`config.mk`:
```
export PLATFORM = sky130hd
export DESIGN_NAME = gbe_ctrl
export DESIGN_NICKNAME = d
export VERILOG_FILES = /design/src/rtl/gap_buffer_engine_top_macros.svh /design/src/rtl/gbe_pkg.sv /design/src/rtl/gbe_ctrl.sv
export SDC_FILE = /design/constraint.sdc
export NUM_CORES = 1
export LEC_CHECK = 0
export ABC_AREA = 0
export ABC_CLOCK_PERIOD_IN_PS = 3900
export BUFFER_PORTS_ARGS = -buffer_cell sky130_fd_sc_hd__buf_2
export CORE_MARGIN = 2
export CORE_UTILIZATION = 40
export DETAILED_ROUTE_END_ITERATION = 8
export GPL_ROUTABILITY_DRIVEN = 0
export PLACE_DENSITY_LB_ADDON = 0.1
export SLEW_MARGIN = 15
export SYNTH_ARGS = -nofsm -noshare
export SYNTH_HDL_FRONTEND = slang
export SYNTH_SLANG_ARGS = --single-unit
```
`constraint.sdc`:
```
create_clock -name i_clk -period 3.9 [get_ports i_clk]
set_input_delay 0.39 -clock i_clk [delete_from_list [all_inputs] [get_ports i_clk]]
set_output_delay 0.39 -clock i_clk [all_outputs]
set_load 0.01 [all_outputs]
```
`src/rtl/gap_buffer_engine_top_macros.svh`:
```
// Assertion macros for the gap buffer engine top level.
// No dependencies; the including module must provide i_clk and i_rst_n.
`ifndef GAP_BUFFER_ENGINE_TOP_MACROS_SVH
`define GAP_BUFFER_ENGINE_TOP_MACROS_SVH

// Same-cycle implication, checked outside reset
`define GBE_ASSERT_SAME(label, ante, cons, msg) \
    label: assert property (@(posedge i_clk) disable iff (!i_rst_n) (ante) |-> (cons)) \
        else $error(msg);

// Next-cycle implication, checked outside reset
`define GBE_ASSERT_NEXT(label, ante, cons, msg) \
    label: assert property (@(posedge i_clk) disable iff (!i_rst_n) (ante) |=> (cons)) \
        else $error(msg);

`endif

```
`src/rtl/gbe_pkg.sv`:
```
// Shared types and constants for the gap buffer engine.
// No dependencies; used by the controller, datapath and top level.
package gbe_pkg;

    localparam int FUNC_W = 2;
    localparam int POS_W  = 10;
    localparam int CHAR_W = 8;
    localparam int STAT_W = 2;
    localparam int VAL_W  = 10;

    typedef enum logic [FUNC_W-1:0] {
        FN_GOTO   = 2'd0,
        FN_INSERT = 2'd1,
        FN_REMOVE = 2'd2,
        FN_GET    = 2'd3
    } t_func;

    typedef enum logic [STAT_W-1:0] {
        ST_OK    = 2'd0,
        ST_RANGE = 2'd1,
        ST_FULL  = 2'd2,
        ST_EMPTY = 2'd3
    } t_status;

    typedef enum logic [3:0] {
        S_INIT,
        S_IDLE,
        S_DECODE,
        S_MOVE,
        S_MOVE_RD,
        S_READ,
        S_INS_MV,
        S_INS_CH,
        S_RM_CHK,
        S_RM_WR
    } t_state;

    // Read address select
    typedef enum logic [1:0] {
        RD_NONE,
        RD_CURSOR,
        RD_CUR_GAP1,
        RD_GET
    } t_rd_sel;

    // Write select (gap moves are handled by the datapath's pending write)
    typedef enum logic [2:0] {
        WR_NONE,
        WR_INIT,
        WR_CUR1_RD,
        WR_CUR_CHAR,
        WR_CUR_RD
    } t_wr_sel;

    // Result value select
    typedef enum logic [1:0] {
        V_ZERO,
        V_RD,
        V_CUR_INC,
        V_SAVED
    } t_val_sel;

    typedef struct packed {
        logic     latch;
        t_rd_sel  rd_sel;
        t_wr_sel  wr_sel;
        logic     step;
        logic     ins_upd;
        logic     rm_upd;
        logic     save_char;
        logic     res_load;
        t_status  res_status;
        t_val_sel res_val;
    } t_dp_cmd;

    typedef struct packed {
        t_func func;
        logic  pos_range;
        logic  gap_zero;
        logic  at_target;
        logic  rd_zero;
        logic  count_lt2;
    } t_dp_stat;

endpackage

```
`src/rtl/gbe_ctrl.sv`:
```
// Controller state machine: sequences each operation on the datapath.
// Depends on gbe_pkg; drives gbe_dp through a command struct.
module gbe_ctrl (
    input  logic              i_clk,
    input  logic              i_rst_n,
    input  logic              i_start,
    input  gbe_pkg::t_dp_stat i_stat,
    output gbe_pkg::t_dp_cmd  o_cmd,
    output logic              o_busy
);
    import gbe_pkg::*;

    t_state r_state;
    t_state n_state;

    // State register; reset goes through a one-cycle terminator write
    always_ff @(posedge i_clk) begin
        if (!i_rst_n) begin
            r_state <= S_INIT;
        end else begin
            r_state <= n_state;
        end
    end

    // Next state
    always_comb begin
        n_state = r_state;
        case (r_state)
            S_INIT: n_state = S_IDLE;
            S_IDLE: begin
                if (i_start) begin
                    n_state = S_DECODE;
                end
            end
            S_DECODE: begin
                case (i_stat.func)
                    FN_GOTO:   n_state = i_stat.pos_range ? S_IDLE : S_MOVE;
                    FN_INSERT: n_state = i_stat.gap_zero ? S_IDLE : S_INS_MV;
                    FN_REMOVE: n_state = S_RM_CHK;
                    FN_GET:    n_state = i_stat.pos_range ? S_IDLE : S_READ;
                    default:   n_state = S_IDLE;
                endcase
            end
            S_MOVE: begin
                if (i_stat.at_target) begin
                    n_state = S_MOVE_RD;
                end
            end
            S_MOVE_RD: n_state = S_READ;
            S_READ:    n_state = S_IDLE;
            S_INS_MV:  n_state = S_INS_CH;
            S_INS_CH:  n_state = S_IDLE;
            S_RM_CHK: begin
                if (i_stat.rd_zero || i_stat.count_lt2) begin
                    n_state = S_IDLE;
                end else begin
                    n_state = S_RM_WR;
                end
            end
            S_RM_WR:   n_state = S_IDLE;
            default:   n_state = S_IDLE;
        endcase
    end

    // Datapath commands
    always_comb begin
        o_cmd            = '0;
        o_cmd.rd_sel     = RD_NONE;
        o_cmd.wr_sel     = WR_NONE;
        o_cmd.res_status = ST_OK;
        o_cmd.res_val    = V_ZERO;
        case (r_state)
            S_INIT: o_cmd.wr_sel = WR_INIT;
            S_IDLE: o_cmd.latch = i_start;
            S_DECODE: begin
                case (i_stat.func)
                    FN_GOTO: begin
                        if (i_stat.pos_range) begin
                            o_cmd.res_load   = 1'b1;
                            o_cmd.res_status = ST_RANGE;
                        end
                    end
                    FN_INSERT: begin
                        if (i_stat.gap_zero) begin
                            o_cmd.res_load   = 1'b1;
                            o_cmd.res_status = ST_FULL;
                        end else begin
                            o_cmd.rd_sel = RD_CURSOR;
                        end
                    end
                    FN_REMOVE: o_cmd.rd_sel = RD_CURSOR;
                    FN_GET: begin
                        if (i_stat.pos_range) begin
                            o_cmd.res_load   = 1'b1;
                            o_cmd.res_status = ST_RANGE;
                        end else begin
                            o_cmd.rd_sel = RD_GET;
                        end
                    end
                    default: o_cmd.rd_sel = RD_NONE;
                endcase
            end
            // one character crosses the gap per cycle
            S_MOVE:    o_cmd.step = !i_stat.at_target;
            S_MOVE_RD: o_cmd.rd_sel = RD_CURSOR;
            S_READ: begin
                o_cmd.res_load = 1'b1;
                o_cmd.res_val  = V_RD;
            end
            S_INS_MV: o_cmd.wr_sel = WR_CUR1_RD;
            S_INS_CH: begin
                o_cmd.wr_sel   = WR_CUR_CHAR;
                o_cmd.ins_upd  = 1'b1;
                o_cmd.res_load = 1'b1;
                o_cmd.res_val  = V_CUR_INC;
            end
            S_RM_CHK: begin
                if (i_stat.rd_zero || i_stat.count_lt2) begin
                    o_cmd.res_load   = 1'b1;
                    o_cmd.res_status = ST_EMPTY;
                end else begin
                    o_cmd.save_char = 1'b1;
                    o_cmd.rd_sel    = RD_CUR_GAP1;
                end
            end
            S_RM_WR: begin
                o_cmd.wr_sel   = WR_CUR_RD;
                o_cmd.rm_upd   = 1'b1;
                o_cmd.res_load = 1'b1;
                o_cmd.res_val  = V_SAVED;
            end
            default: o_cmd.latch = 1'b0;
        endcase
    end

    assign o_busy = (r_state != S_IDLE);

endmodule
```
==> results of run 1 <==
worst max-delay path by stage:
stage / slack (ps) / from / endpoint
2_1_floorplan: 2150 / r_state[0] / o_cmd[13]
3_3_place_gp: 1890 / r_state[2] / o_cmd[12]
4_1_cts: 1600 / r_state[2] / o_cmd[4]
3_5_place_dp: 1850 / r_state[2] / o_cmd[4]
6_report: 1610 / r_state[2] / o_cmd[4]
5_1_grt: 1470 / r_state[0] / o_cmd[4]
metrics by stage:
step	cell area, um^2	power [mW]	setup WS (ps)	std cells	hold WS (ps)
global route	713.2	0.1485	1475	121	390.1
global placement	690.7	0.08509	1891	118	634.4
detailed placement	690.7	0.08560	1855	118	644.0
floorplan	569.3	0.07171	2149	83	517.9
finish	713.2	0.1345	1606	121	405.3
CTS	713.2	0.1381	1598	121	402.8
per-layer routing:
| layer | up-vias | track usage, % | wire, um |
|---|---|---|---|
| met5 | - | 0 | 0 |
| met4 | 0 | 3.871 | 0 |
| met3 | 0 | 5.217 | 55 |
| met2 | 19 | 25.31 | 624 |
| met1 | 275 | 18.44 | 637 |
| li1 | 337 | - | - |
cell type report:
class	instances	area [um^2]	area share (%)
clock buffer	3	22.52	3.158
inverter	13	48.80	6.842
multi-input combinational	61	417.9	58.60
sequential	4	80.08	11.23
tap	15	18.77	2.632
timing repair buffer	25	125.1	17.54
logic make-up after synthesis:
kind of cell    count (synthesis)  share of synthesized area, %
simple gates                   32                         34.51
flops                           4                         14.07
compound gates                 23                         26.37
xor+xnor                        1                         1.539
buf+inv                        18                         12.53
fa+ha+maj                       5                         10.99
cell usage after synthesis:
master,count
or4b_1,1
nor3_1,1
and3_1,3
a21oi_1,9
nand4bb_1,1
or3b_1,1
clkbuf_1,2
xor2_1,1
o31ai_1,3
nand3b_1,1
nor2_1,7
o31a_1,1
ha_1,5
nor4_4,1
nor2_4,1
a311oi_1,1
a211oi_1,1
dfxtp_1,4
nand3_1,2
o21ai_0,5
a31oi_1,1
inv_1,13
o41a_1,1
nand2_1,6
a221oi_2,1
or3_1,1
nand2b_1,5
buf_2,3
or2_2,1
power groups by stage:
| stage | clock [mW] | sequential, mW | combinational [mW] |
|---|---|---|---|
| 6_report | 0.0495 | 0.0480 | 0.0369 |
| 5_1_grt | 0.0584 | 0.0486 | 0.0415 |
| 4_1_cts | 0.0530 | 0.0478 | 0.0373 |
| 3_5_place_dp | 0 | 0.0484 | 0.0372 |
| 3_3_place_gp | 0 | 0.0485 | 0.0366 |
| 2_1_floorplan | 0 | 0.0448 | 0.0269 |
worst register-to-register path: stages (launching register included):
cell and delay [ps]:
dfxtp_1 440, or4b_1 730, nor2_4 150, a31oi_1 110, a221oi_2 230
==> flow_metrics.env, run 1 <==
export IMPL_status="finished clean"
export IMPL_endpoint_kind="output port"
export IMPL_top_register="r_state"
export IMPL_seqPwrFrac_pct=35.7
export IMPL_final_common_cell="buf_2"
export IMPL_p_per_area_nw_per_um2=188.5
export IMPL_clock_sinks=4
export IMPL_final_min_clock_period_ps=2294
export IMPL_grtUsageTotal_pct=15.18
export IMPL_yosys_warnings=0
export IMPL_cap_violations=0
export IMPL_drive_gt1_share_pct=30.19
export IMPL_drt_initial_drc_count=11
export IMPL_drc=0
export IMPL_synthesis_nets=98
export IMPL_worstSetupPathType="flip-flop to output port"
export IMPL_tightest_slew_ps=519.4
export IMPL_fp_dieH_um=41.73
export IMPL_cts_root_buffer_cell="clkbuf_4"
export IMPL_fmax_mhz=436.0
export IMPL_postSynthAreaPerCell_um2=6.859
export IMPL_area_delta_synth_final_pct=25.27
export IMPL_worstHoldEndpoint="r_state[0]"
export IMPL_overflow=0
export IMPL_wl_um=1316
export IMPL_r2r_end="r_state[1]"
export IMPL_r2r_start="r_state[2]"
export IMPL_crit_fanout=14
export IMPL_largest_reg_flops=4
export IMPL_netlist_area_um2=569.3
export IMPL_cp_cell_sequence="or4b_1 > a211oi_1 > a21oi_1 > nand2_1 > buf_2"
export IMPL_fp_dieW_um=41.73
export IMPL_wl_per_cell_um=10.88
export IMPL_synth_top_area_cell="dfxtp_1"
export IMPL_path_clk_slew_ps=40
export IMPL_worst_endpoint_required_ps=3510
export IMPL_postCtsSetupBuffers=0
export IMPL_reg_top3="r_state: 4 flops"
export IMPL_synth_cells=83
export IMPL_p_int_mw=0.09341
export IMPL_clk_insertion_delay_late_ps=230
export IMPL_relSlewSlack_pct=65.14
export IMPL_power_frac_clock_pct=36.8
export IMPL_finalCritPeriodShare_pct=58.82
export IMPL_holdPathStages=2
export IMPL_dp_hpwl_um=1072
export IMPL_setup_viol=0
export IMPL_cts_tree="done"
export IMPL_cts_made_buffers=3
export IMPL_h_tree_depth=1
export IMPL_combPwrFrac_pct=27.5
export IMPL_slowest_stage="or4b_1"
export IMPL_slew_viol_final=0
export IMPL_vias=631
export IMPL_antenna_found_initial=0
export IMPL_synth_seq_area_share_pct=14.07
export IMPL_grt_pass1_wl_um=2118
export IMPL_worst_path_buf_inv=1
export IMPL_die_area_um2=1741
export IMPL_via_per_inst=5.215
export IMPL_ir_drop_mv=0.1669
export IMPL_hp_class="primary input to flip-flop"
export IMPL_reg2regPathDepth=4
export IMPL_rrSetupSlack_ps=2150
export IMPL_antenna_cells=0
export IMPL_hp_start="i_rst_n"
export IMPL_final_util_pct=54.13
export IMPL_fp_coreArea_um2=1318
export IMPL_fillers=145
export IMPL_drt_pass1_iter_count=4
export IMPL_crit_path_max_incr_delay_ps=730
export IMPL_io_buffers=25
export IMPL_synth_top_area_share_pct=14.07
export IMPL_cts_resized_gates=0
export IMPL_initial_core_util_pct=43.21
export IMPL_clockBufferDepth=2
export IMPL_postCtsHoldBufs=0
export IMPL_arrival_ps=1900
export IMPL_fin_tns_setup_ps=0
export IMPL_rsz0062_at_grt="no"
export IMPL_fp_row_count=13
export IMPL_synth_cell_types=29
export IMPL_skew_ps=3.966
export IMPL_synth_area_top_cells="dfxtp_1, ha_1, inv_1, a21oi_1, nand2b_1"
export IMPL_drtAntennaViolNets=0
export IMPL_start_kind="flip-flop"
export IMPL_grt_pass1_vias=505
export IMPL_cp_top_family="simple AND/OR/NAND/NOR gates"
export IMPL_sw_frac_of_total_pct=30.53
export IMPL_final_cell_mix="buf_2, inv_1, a21oi_1"
export IMPL_grt_max_degree=18
export IMPL_p_leak_nw=0.3861
export IMPL_nets=123
export IMPL_io_pins=26
export IMPL_power_switching_mw=0.04106
export IMPL_ys_seq_elements=4
export IMPL_cp_depth=5
export IMPL_hold_viol_final=0
No activity file was read; power rests on OpenSTA's default activity.
==> inputs of run 2 (changes only) <==
--- a/config.mk
+++ b/config.mk
@@ -5,8 +5,8 @@
 export SDC_FILE = /design/constraint.sdc
 export NUM_CORES = 1
 export LEC_CHECK = 0
-export ABC_AREA = 0
-export ABC_CLOCK_PERIOD_IN_PS = 3900
+export ABC_AREA = 1
+export ABC_CLOCK_PERIOD_IN_PS = 2100
 export BUFFER_PORTS_ARGS = -buffer_cell sky130_fd_sc_hd__buf_2
 export CORE_MARGIN = 2
 export CORE_UTILIZATION = 40
==> constraint.sdc (replaced) <==
create_clock -name i_clk -period 2.1 [get_ports i_clk]
set_input_delay 0.21 -clock i_clk [delete_from_list [all_inputs] [get_ports i_clk]]
set_output_delay 0.21 -clock i_clk [all_outputs]
set_load 0.01 [all_outputs]
==> flow_metrics.env, run 2 <==
export IMPL_status="finished clean"
export IMPL_cap_violations=0
export IMPL_cp_top_family="simple AND/OR/NAND/NOR gates"
export IMPL_hold_viol_final=0
export IMPL_postCtsHoldBufs=0
export IMPL_drt_initial_drc_count=9
export IMPL_synthAdderAreaFrac_pct=11.31
export IMPL_via_per_inst=4.452
export IMPL_drt_pass1_iter_count=4
export IMPL_endpoint_kind="output port"
export IMPL_worst_endpoint_required_ps=1890
export IMPL_placedCellCount=143
export IMPL_hp_class="primary input to flip-flop"
export IMPL_overflow=0
export IMPL_fp_dieW_um=41.19
export IMPL_slowest_stage="dfxtp_1"
export IMPL_wl_per_cell_um=8.425
export IMPL_grt_pass1_vias=473
export IMPL_nets=148
export IMPL_antenna_cells=0
export IMPL_cp_depth=6
export IMPL_final_common_cell="nand2_1"
export IMPL_vias=650
export IMPL_fp_row_count=13
export IMPL_die_area_um2=1696
export IMPL_final_cell_mix="nand2_1, inv_1, buf_2"
export IMPL_power_frac_clock_pct=16.2
export IMPL_ys_flop_type="dfxtp_1"
export IMPL_crit_path_max_incr_delay_ps=330
export IMPL_power_switching_mw=0.2759
export IMPL_start_kind="flip-flop"
export IMPL_drive_gt1_share_pct=27.48
export IMPL_netlist_area_um2=553.0
export IMPL_yosys_area_share_simple_pct=44.80
export IMPL_dp_hpwl_um=1050
export IMPL_reg_top3="r_state: 4 flops"
export IMPL_clk_insertion_delay_late_ps=230
export IMPL_grt_max_degree=6
export IMPL_p_leak_nw=0.4864
export IMPL_skew_ps=4.330
export IMPL_fp_coreArea_um2=1301
export IMPL_yosys_warnings=0
export IMPL_synth_area_top_cells="nand2_1, inv_1, dfxtp_1, ha_1, nor2_1"
export IMPL_async_reset_ff_share_pct=0
export IMPL_cts_tree="done"
export IMPL_cts_made_buffers=3
export IMPL_p_int_mw=0.2933
export IMPL_io_pins=26
export IMPL_io_buffers=25
export IMPL_reg2regPathDepth=7
export IMPL_relSlewSlack_pct=81.06
export IMPL_postSynthAreaPerCell_um2=5.369
export IMPL_tightest_slew_ps=281.1
export IMPL_antenna_found_initial=0
export IMPL_fillers=140
export IMPL_sw_frac_of_total_pct=48.47
export IMPL_finalCritPeriodShare_pct=78.38
export IMPL_postCtsSetupBuffers=0
export IMPL_synthesis_nets=118
export IMPL_rrSetupSlack_ps=940
export IMPL_setup_viol=0
export IMPL_synth_cell_types=16
export IMPL_hp_start="i_rst_n"
export IMPL_worst_path_buf_inv=2
export IMPL_synthMuxAreaShare_pct=0
export IMPL_fin_tns_setup_ps=0
export IMPL_h_tree_depth=1
export IMPL_fin_cells=146
export IMPL_path_clk_slew_ps=40
export IMPL_cts_resized_gates=0
export IMPL_clock_sinks=4
export IMPL_fp_dieH_um=41.19
export IMPL_largest_reg_flops=4
export IMPL_worstSetupPathType="flip-flop to output port"
export IMPL_ys_seq_elements=4
export IMPL_slew_viol_final=0
export IMPL_crit_fanout=5
export IMPL_grtUsageTotal_pct=16.13
export IMPL_synth_cells=103
export IMPL_r2r_end="r_state[1]"
export IMPL_r2r_start="r_state[2]"
export IMPL_synth_top_area_cell="nand2_1"
export IMPL_synth_compound_gate_area_share_pct=11.76
export IMPL_ir_drop_mv=0.4401
export IMPL_wl_um=1230
export IMPL_synth_xor_area_share_pct=0
export IMPL_cts_root_buffer_cell="clkbuf_4"
export IMPL_worstHoldEndpoint="r_state[0]"
export IMPL_synth_commonest_cells="nand2_1, inv_1, nor2_1, nand3_1"
export IMPL_top_register="r_state"
export IMPL_rsz0062_at_grt="no"
export IMPL_cp_cell_sequence="nor2_4 > inv_1 > nor2_2 > nand2_1 > o211ai_1 > buf_2"
export IMPL_synth_edf_count=0
export IMPL_area_delta_synth_final_pct=30.09
export IMPL_synth_top_area_share_pct=19.68
export IMPL_fmax_mhz=607.6
export IMPL_drc=0
export IMPL_synth_top_family_by_area="simple AND/OR/NAND/NOR gates"
export IMPL_initial_core_util_pct=42.50
export IMPL_synth_most_common_cell="nand2_1"
export IMPL_clockBufferDepth=2
export IMPL_combPwrFrac_pct=61.9
export IMPL_seqPwrFrac_pct=21.9
export IMPL_grt_pass1_wl_um=1828
export IMPL_final_min_clock_period_ps=1646
export IMPL_synth_seq_area_share_pct=14.48
export IMPL_p_per_area_nw_per_um2=791.1
export IMPL_drtAntennaViolNets=0
export IMPL_holdPathStages=3
export IMPL_arrival_ps=1440
run 2: worst max path at each step:
| stage | slack, ps | to | from |
|---|---|---|---|
| detailed placement | 640 | o_cmd[2] | i_stat[5] |
| floorplan | 790 | o_cmd[2] | i_stat[5] |
| global placement | 700 | o_cmd[2] | i_stat[5] |
| finish | 450 | o_cmd[12] | r_state[2] |
| CTS | 450 | o_cmd[12] | r_state[2] |
| global route | 320 | o_cmd[2] | r_state[3] |
run 2: layer usage:
metal,track usage (%),share of wire [%]
met1,21.86,51
met2,25.39,40
met3,6.522,8.1
met4,0,0
met5,0,0
run 2: kinds of logic (layout without fill, tap and decap cells):
logic type	count (synthesis)	in the layout
and+or+nand+nor	57	57
AOI/OAI and AO/OA	11	11
buffers and inverters	26	54
adders and majority gates	5	5
DFF	4	4
run 2: power groups by stage:
stage / clock, mW / sequential (mW) / combinational, mW
after global placement: 0 / 0.125 / 0.351
after CTS: 0.0984 / 0.124 / 0.354
after floorplan: 0 / 0.121 / 0.257
after detailed placement: 0 / 0.125 / 0.353
final: 0.0924 / 0.125 / 0.352
after global routing: 0.106 / 0.129 / 0.400
run 2: final cells by class:
type                       instances  area [um^2]  area share [%]
multi-input combinational         73        375.4           52.17
sequential                         4        80.08           11.13
clock buffer                       3        22.52           3.130
inverter                          26        97.59           13.57
tap                               15        18.77           2.609
timing repair buffer              25        125.1           17.39
run 2: worst reg2reg max path, delay by kind of cell, from the launching register on:
family          cells  cell delay (ps)
buf+inv             1               90
compound gates      1              110
simple gates        5              570
flops               1              330
run 2: stage by stage:
stage	util, %	total power, mW	worst slack (ps)	hold WS [ps]	cell area, um^2
floorplan	-	0.3779	790.5	307.6	553.0
global placement	53.56	0.4764	699.5	414.2	696.9
detailed placement	53.56	0.4776	637.3	414.3	696.9
CTS	55.29	0.5768	449.6	169.3	719.4
global route	55.29	0.6356	319.4	175.5	719.4
finish	55.29	0.5692	454.1	176.3	719.4
